$ cat config.mk
export PLATFORM = sky130hd
export DESIGN_NAME = qai_rootdiv
export DESIGN_NICKNAME = d
export VERILOG_FILES = /design/src/design/qai_pkg.sv /design/src/design/qai_rootdiv.sv
export VERILOG_INCLUDE_DIRS = /design/src /design/src/design
export SDC_FILE = /design/constraint.sdc
export NUM_CORES = 1
export LEC_CHECK = 0
export BUFFER_PORTS_ARGS = -buffer_cell sky130_fd_sc_hd__buf_4
export CAP_MARGIN = 20
export CORE_UTILIZATION = 32
export DETAILED_ROUTE_END_ITERATION = 16
export PLACE_DENSITY = 0.55
export SLEW_MARGIN = 20
export SYNTH_ARGS = -nofsm -noshare
export SYNTH_HDL_FRONTEND = slang
export SYNTH_SLANG_ARGS = --single-unit
$ cat constraint.sdc
create_clock -name clk -period 9.2 [get_ports clk]
set_input_delay 0.92 -clock clk [delete_from_list [all_inputs] [get_ports clk]]
set_output_delay 0.92 -clock clk [all_outputs]
set_load 0.1 [all_outputs]
$ cat src/design/quaternion_attitude_integrator_assert.svh
// ----------------------------------------------------------------------------
// quaternion attitude integrator assertion macros
// concurrent checks on clk, disabled while rst_n is low
// ----------------------------------------------------------------------------
`ifndef QUATERNION_ATTITUDE_INTEGRATOR_ASSERT_SVH
`define QUATERNION_ATTITUDE_INTEGRATOR_ASSERT_SVH
`ifndef NO_ASSERTIONS
`define QAI_ASSERT_IMP(name, ante, cons) \
  name: assert property (@(posedge clk) disable iff (!rst_n) (ante) |-> (cons)) \
    else $error("quaternion integrator check failed");
`define QAI_ASSERT_NXT(name, ante, cons) \
  name: assert property (@(posedge clk) disable iff (!rst_n) (ante) |=> (cons)) \
    else $error("quaternion integrator check failed");
`else
`define QAI_ASSERT_IMP(name, ante, cons)
`define QAI_ASSERT_NXT(name, ante, cons)
`endif
`endif

$ cat src/design/qai_pkg.sv
// ----------------------------------------------------------------------------
// qai_pkg
// widths, register map, control structs and the rate term table
// ----------------------------------------------------------------------------
package qai_pkg;

  localparam int RATE_W     = 24;
  localparam int W_W        = 25;
  localparam int STEP_W     = 24;
  localparam int Q_W        = 32;
  localparam int MOP_W      = 33;
  localparam int PROD_W     = 66;
  localparam int ACC_W      = 64;
  localparam int T_W        = 40;
  localparam int T_LO_W     = 20;
  localparam int P_W        = 42;
  localparam int M_W        = 31;
  localparam int K_W        = 4;
  localparam int ROOT_W     = 32;
  localparam int REM_W      = 35;
  localparam int CNT_W      = 5;
  localparam int IN_DATA_W  = 72;
  localparam int IN_USER_W  = 1;
  localparam int OUT_DATA_W = 128;
  localparam int CFG_ADDR_W = 3;
  localparam int CFG_DATA_W = 32;

  localparam logic [STEP_W-1:0]   STEP_TIME_RST = 24'd167772;
  localparam logic signed [Q_W-1:0] ONE_Q30     = 32'sh4000_0000;

  typedef enum logic [CFG_ADDR_W-1:0] {
    REG_STEP_TIME,
    REG_BIAS_X,
    REG_BIAS_Y,
    REG_BIAS_Z,
    REG_START_W,
    REG_START_X,
    REG_START_Y,
    REG_START_Z
  } qai_reg_t;

  // sequence steps within one quaternion component
  localparam logic [2:0] STEP_TERM_A = 3'd0;
  localparam logic [2:0] STEP_TERM_B = 3'd1;
  localparam logic [2:0] STEP_TERM_C = 3'd2;
  localparam logic [2:0] STEP_T_HI   = 3'd3;
  localparam logic [2:0] STEP_T_LO   = 3'd4;

  localparam logic [1:0] AX_X = 2'd0;
  localparam logic [1:0] AX_Y = 2'd1;
  localparam logic [1:0] AX_Z = 2'd2;

  typedef struct packed {
    logic start;
    logic root;
  } qai_cmd_t;

  typedef struct packed {
    logic busy;
    logic done;
  } qai_stat_t;

  typedef struct packed {
    logic [1:0] wsel;
    logic [1:0] qsel;
    logic       neg;
  } qai_term_t;

  // rate axis, quaternion element and sign of each omega(w)*q term
  function automatic qai_term_t term_of(input logic [1:0] comp, input logic [2:0] step);
    qai_term_t t;
    t = '0;
    if (step == STEP_T_LO) begin
      t.qsel = comp;
    end else begin
      unique case ({comp, step})
        {2'd0, STEP_TERM_A}: t = qai_term_t'{AX_X, 2'd1, 1'b1};
        {2'd0, STEP_TERM_B}: t = qai_term_t'{AX_Y, 2'd2, 1'b1};
        {2'd0, STEP_TERM_C}: t = qai_term_t'{AX_Z, 2'd3, 1'b1};
        {2'd1, STEP_TERM_A}: t = qai_term_t'{AX_X, 2'd0, 1'b0};
        {2'd1, STEP_TERM_B}: t = qai_term_t'{AX_Z, 2'd2, 1'b0};
        {2'd1, STEP_TERM_C}: t = qai_term_t'{AX_Y, 2'd3, 1'b1};
        {2'd2, STEP_TERM_A}: t = qai_term_t'{AX_Y, 2'd0, 1'b0};
        {2'd2, STEP_TERM_B}: t = qai_term_t'{AX_Z, 2'd1, 1'b1};
        {2'd2, STEP_TERM_C}: t = qai_term_t'{AX_X, 2'd3, 1'b0};
        {2'd3, STEP_TERM_A}: t = qai_term_t'{AX_Z, 2'd0, 1'b0};
        {2'd3, STEP_TERM_B}: t = qai_term_t'{AX_Y, 2'd1, 1'b0};
        {2'd3, STEP_TERM_C}: t = qai_term_t'{AX_X, 2'd2, 1'b1};
        default:             t = '0;
      endcase
    end
    return t;
  endfunction

endpackage

$ cat src/design/qai_rootdiv.sv
// ----------------------------------------------------------------------------
// qai_rootdiv
// bit-serial square root and divider on one shared compare-subtract
// ----------------------------------------------------------------------------
`include "quaternion_attitude_integrator_assert.svh"

module qai_rootdiv (
  input  logic                          clk,
  input  logic                          rst_n,
  input  qai_pkg::qai_cmd_t             cmd,
  input  logic [qai_pkg::ACC_W-1:0]     radicand,
  input  logic [qai_pkg::M_W-1:0]       dividend,
  input  logic [qai_pkg::ROOT_W-1:0]    divisor,
  output qai_pkg::qai_stat_t            stat,
  output logic [qai_pkg::ROOT_W-1:0]    result
);
  import qai_pkg::*;

  localparam logic [CNT_W-1:0] ROOT_LAST = 5'd31;
  localparam logic [CNT_W-1:0] DIV_LAST  = 5'd30;

  logic              busy_r;
  logic              done_r;
  logic              root_r;
  logic [CNT_W-1:0]  cnt_r;
  logic [REM_W-1:0]  rem_r;
  logic [ROOT_W-1:0] res_r;
  logic [ACC_W-1:0]  x_r;
  logic [ROOT_W-1:0] dvsr_r;

  logic [REM_W-1:0]  opa;
  logic [REM_W-1:0]  opb;
  logic [REM_W:0]    diff;
  logic              ge;

  // shared compare-subtract
  always_comb begin
    if (root_r) begin
      opa = {rem_r[32:0], x_r[63:62]};
      opb = {1'b0, res_r, 2'b01};
    end else begin
      opa = {2'b00, rem_r[31:0], x_r[63]};
      opb = {3'b000, dvsr_r};
    end
    diff = {1'b0, opa} - {1'b0, opb};
    ge   = ~diff[REM_W];
  end

  always_ff @(posedge clk) begin
    if (!rst_n) begin
      busy_r <= 1'b0;
      done_r <= 1'b0;
    end else begin
      done_r <= busy_r && !cmd.start && (cnt_r == '0);
      if (cmd.start) begin
        busy_r <= 1'b1;
        root_r <= cmd.root;
        res_r  <= '0;
        dvsr_r <= divisor;
        if (cmd.root) begin
          cnt_r <= ROOT_LAST;
          rem_r <= '0;
          x_r   <= radicand;
        end else begin
          cnt_r <= DIV_LAST;
          rem_r <= {5'b00000, dividend[M_W-1:1]};
          x_r   <= {dividend[0], 63'b0};
        end
      end else if (busy_r) begin
        rem_r <= ge ? diff[REM_W-1:0] : opa;
        res_r <= {res_r[ROOT_W-2:0], ge};
        x_r   <= root_r ? {x_r[ACC_W-3:0], 2'b00} : {x_r[ACC_W-2:0], 1'b0};
        if (cnt_r == '0) begin
          busy_r <= 1'b0;
        end else begin
          cnt_r <= cnt_r - 5'd1;
        end
      end
    end
  end

  assign stat.busy = busy_r;
  assign stat.done = done_r;
  assign result    = res_r;

  `QAI_ASSERT_IMP(a_no_restart, cmd.start, !busy_r)
  `QAI_ASSERT_IMP(a_done_after_last, done_r, $past(busy_r) && ($past(cnt_r) == '0))
  `QAI_ASSERT_IMP(a_root_rem_bound, busy_r && root_r, rem_r <= (35'(res_r) << 1))
  `QAI_ASSERT_IMP(a_div_rem_bound, busy_r && !root_r, rem_r < 35'(dvsr_r))

endmodule

# Word level (Yosys, flattened, before mapping)
# Index checks and enable logic that the tools add are counted.
[totals]
ff_bits = 169
[classes]
n_reduce_logical = 8
n_bitwise = 1
n_mux = 18
n_eq_ne = 1
add_sub_neg = 2
[op_table]
columns = ["operator", "n"]
rows = [
  ["two-way mux 64 bit", 4],
  ["two-way mux 33 bit", 3],
  ["subtractor 35 x 34 -> 36 bit", 1],
  ["two-way mux 35 bit", 1],
  ["two-way mux 34 bit", 1],
  ["two-way mux 32 bit", 1],
  ["two-way mux 30 bit", 1],
  ["two-way mux 5 bit", 3],
  ["zero test 5 bit", 1],
  ["subtractor 5 x 1 -> 5 bit (second input constant)", 1],
  ["two-way mux 1 bit", 4],
  ["AND reduction 2 bit", 2],
  ["AND reduction 3 bit", 1],
  ["logical AND 1 bit", 2],
  ["inequality test 2 bit (second input constant)", 1],
  ["nonzero test 2 bit", 1],
  ["zero test 1 bit", 1],
  ["inverter 1 bit", 1],
]

# Logic depth before layout (Yosys ltp)
[logic_depth]
depth_word = 5
depth_mapped = 19
depth_no_buf = 13

# Worst setup path before layout
# Ideal clock, no wire load.
[synth_timing]
path_type = "input to register"
start = "in cmd[1] (netlist name)"
end = "reg cnt_r[0] (enable)"
setup_time_ns = 0.344
t_required_ns = 8.856
t_arrival_ns = 4.853
slack_ns = 4.004
path_buffers = 2
cell_stages = 4
path_cell_list = "clkbuf_1 > clkbuf_1 > o21a_1 > nor2b_1"
[synth_via]
elab_chain_len = 2
elab_cells_between_ends = 3
cone_classes = "eq/ne: 1; reduce/logical: 2"
[synth_lines]
columns = ["element", "line_no", "text"]
rows = [
  ["start: declaration", "qai_rootdiv.sv:10", "input qai_pkg::qai_cmd_t cmd,"],
  ["inequality test 2 bit (no line) or nonzero test 2 bit (tied branches)", "-", ""],
  ["AND reduction 3 bit (no line) (*)", "-", ""],
  ["end signal: assignment", "qai_rootdiv.sv:76", "cnt_r <= cnt_r - 5'd1;"],
  ["end: declaration", "qai_rootdiv.sv:25", "logic [CNT_W-1:0] cnt_r;"],
]
# Every way passes the cells marked *; elsewhere a longest branch is shown, timed or not.
# A chain may end at the register's enable or synchronous reset.

# Worst setup path after layout
[layout_timing]
start = "reg root_r"
end = "reg rem_r[32] (data pin)"
[layout_via]
elab_chain_len = 5
elab_cells_between_ends = 6
cone_classes = "add/sub: 1; mux: 5"
[layout_lines]
columns = ["element", "line_no", "text"]
rows = [
  ["start: declaration", "qai_rootdiv.sv:24", "logic root_r;"],
  ["start signal: assignment", "qai_rootdiv.sv:57", "root_r <= cmd.root;"],
  ["two-way mux 35 bit or two-way mux 34 bit (tied branches)", "qai_rootdiv.sv:38", "if (root_r) begin"],
  ["subtractor 35 x 34 -> 36 bit", "qai_rootdiv.sv:45", "diff = {1'b0, opa} - {1'b0, opb};"],
  ["two-way mux 33 bit (*)", "qai_rootdiv.sv:70", "rem_r <= ge ? diff[REM_W-1:0] : opa;"],
  ["two-way mux 33 bit (*)", "qai_rootdiv.sv:69", "end else if (busy_r) begin"],
  ["two-way mux 33 bit (*)", "qai_rootdiv.sv:55", "if (cmd.start) begin"],
  ["end signal: assignment", "qai_rootdiv.sv:66", "rem_r <= {5'b00000, dividend[M_W-1:1]};"],
  ["end signal: assignment", "qai_rootdiv.sv:70", ""],
  ["end: declaration", "qai_rootdiv.sv:26", "logic [REM_W-1:0] rem_r;"],
]
# Every way passes the cells marked *; elsewhere a longest branch is shown, timed or not. The select of a mux whose other input is x is not followed.

==> results.sh <==
export IMPL_status="finished clean"
export IMPL_cts_tree="yes"
export IMPL_drv_slew=0
export IMPL_p_total_uw=2420
export IMPL_hp_class="reg -> reg"
export IMPL_crit_path_max_fanout=50
export IMPL_synth_nets=1062
export IMPL_cp_start_kind="register"
export IMPL_finalCritPeriodShare_pct=54.3
export IMPL_whs_ns=0.541
export IMPL_clkLatencyLatePin_ns=0.45
export IMPL_syn_to_final_growth_pct=20.9
export IMPL_yosysSeqAreaShare_pct=50.7
export IMPL_dp_cells=1403
export IMPL_gp_congestion=0.827
export IMPL_design_core_area_um2=30600
export IMPL_firstDrtPassIters=4
export IMPL_grt_pass1_wl_mm=39.0
export IMPL_multi_input_area_um2=4630
export IMPL_cts_root_buf="clkbuf_16"
export IMPL_cts_htree_levels=4
export IMPL_syn_area_um2=9970
export IMPL_n_fill_cell=3007
export IMPL_drc_errors=0
export IMPL_io_pins=165
export IMPL_instances_no_fill=1435
export IMPL_relSlewSlack_pct=31.4
export IMPL_grt_usage_pct=16.0
export IMPL_cellLeakagePower_uw=0.00479
export IMPL_antenna_cells=0
export IMPL_worstSetupPathType="reg -> reg"
export IMPL_post_drt_wl_per_cell_um=17.3
export IMPL_io_buffers=164
export IMPL_die_w_um=179
export IMPL_route_vias_total=7146
export IMPL_ys_ff_latch=169
export IMPL_post_cts_buffers=0
export IMPL_yosysWarnings=0
export IMPL_totalWireLength_mm=24.8
export IMPL_drt_iter0_markers=396
export IMPL_synth_top_area_share_pct=50.3
export IMPL_cts_hold_buf=0
export IMPL_overflow=0
export IMPL_cts_sinks=169
export IMPL_clockBufferDepth=2
export IMPL_final_nets=1193
export IMPL_ys_flop_type="edfxtp_1"
export IMPL_yosysTopAreaCell="edfxtp_1"
export IMPL_cts_resized=0
export IMPL_tightest_slew_ns=1.03
export IMPL_fin_crit_ns=4.99
export IMPL_grt_pass1_vias=7172
export IMPL_postSynthCellCount=895
export IMPL_reg2reg_depth=13
export IMPL_seqCellArea_um2=5050
export IMPL_postRouteAntennaNets=0
export IMPL_finClkSkew_ns=0.0223
export IMPL_async_reset_ff_share_pct=0
export IMPL_fin_tns_setup_ns=0
export IMPL_setup_viol=0
export IMPL_die_h_um=179
export IMPL_maxCapViolCount=0
export IMPL_peakVddDrop_uv=124
export IMPL_grt_start_max_net_pins=91
export IMPL_hpwl_mm=17.2
export IMPL_syn_avg_cell_area_um2=11.1
export IMPL_fmax_ghz=0.200
export IMPL_rsz0062_at_grt="no"
export IMPL_drive_gt1_share_pct=23.7
export IMPL_rows=64
export IMPL_hold_path_depth=1
export IMPL_antenna_found_initial=0
export IMPL_die_area_um2=31900
export IMPL_synth_edf_count=167
export IMPL_routed_via_density=4.98
export IMPL_synth_area_leaders="edfxtp_1 50%, mux2i_1 11%, nand2_1 4.4%"
export IMPL_p_per_area_nw_per_um2=200
export IMPL_cp_end_kind="register"
export IMPL_synth_cell_types=58
export IMPL_cts_buffers=17
export IMPL_crit_arrival_ns=5.16
export IMPL_crit_required_ns=9.37
export IMPL_initial_core_util_pct=32.6
export IMPL_cts_clk_slew_worst_paths_ns=0.08
export IMPL_hold_violations=0
through the flow:
| step | setup slack (ns) | utilization [%] | instance area (µm²) |
|---|---|---|---|
| after global placement | 4.27 | 37.5 | 11500 |
| after floorplan | 4.00 | - | 9970 |
| final | 4.21 | 39.4 | 12100 |
| after global routing | 3.93 | 39.4 | 12100 |
| after CTS | 4.17 | 39.4 | 12100 |
| after detailed placement | 4.18 | 37.6 | 11500 |
cell usage in the layout, fill, tap and decap left out, types with 19 or more instances in the layout:
cell type and n:
buf_4 169, edfxtp_1 167, nand2_1 118, mux2i_1 111
o21ai_0 78, nor2b_1 41, a21oi_1 37, o21ai_1 36
ha_1 35, mux2_2 31, nor2_1 25, xnor2_1 19
critical path, stage by stage (launching register included):
cell,delay (ns)
edfxtp_1,0.35
buf_4,0.43
buf_4,0.67
mux2_2,0.43
ha_1,0.37
a21oi_1,0.17
o21ai_0,0.16
or3_1,0.44
a2111oi_4,0.37
nor2_2,0.12
a41o_2,0.61
nand2b_1,0.33
a21oi_1,0.06
o21bai_1,0.16
registers in the layout (all words and copies together), names as in the netlist:
signal	flops
x_r	64
rem_r	33
dvsr_r	32
result	32
cnt_r	5
busy_r	1
done_r	1
root_r	1
metal layers:
| metal | part of all wire, % | GRT usage, % |
|---|---|---|
| met1 | 47 | 21.5 |
| met2 | 47 | 25.6 |
| met3 | 5.5 | 3.94 |
| met4 | 1.1 | 4.17 |
| met5 | 0 | 0 |
power by group:
group	switching (µW)	internal, µW
logic	424	299
clock network	364	363
registers	33.2	933
Yosys cell counts, types with 4 or more instances:
| library cell | count |
|---|---|
| buf_1 | 6 |
| nand2_1 | 118 |
| buf_2 | 8 |
| edfxtp_1 | 167 |
| nor2_1 | 25 |
| nand2b_1 | 15 |
| o21bai_1 | 7 |
| mux2i_1 | 111 |
| a31oi_1 | 5 |
| o21ai_1 | 36 |
| xnor2_1 | 19 |
| mux2_2 | 31 |
| and2_1 | 6 |
| nor3_1 | 6 |
| a211oi_1 | 8 |
| nand4_1 | 4 |
| o211ai_1 | 4 |
| buf_6 | 4 |
| a21o_1 | 12 |
| inv_1 | 11 |
| o21a_1 | 5 |
| xor2_1 | 13 |
| o21ai_0 | 78 |
| and3_1 | 6 |
| nor2b_1 | 42 |
| ha_1 | 35 |
| a21oi_1 | 37 |
| clkbuf_1 | 35 |
layout make-up:
type                       instances  area share [%]
sequential                       169            41.9
clock inverter                    14            1.18
inverter                          11           0.342
clock buffer                      18            3.56
multi-input combinational        658            38.4
timing repair buffer             169            10.5
tap                              396            4.11
kinds of logic after synthesis:
family | Yosys count | share of synthesized area (%)
simple gates | 233 | 11.0
compound gates | 215 | 13.2
flops | 169 | 50.7
mux | 142 | 14.6
buf+inv | 68 | 3.09
fa+ha+maj | 36 | 4.59
xor+xnor | 32 | 2.81
final timing paths:
check             startpoint   endpoint  slack, ns
setup / recovery      root_r  rem_r[32]       4.21
hold / removal        busy_r     done_r       0.54
setup reg to reg      root_r  rem_r[32]       4.21
hold reg to reg       busy_r     done_r       0.54
(Power assumes the default switching activity.)
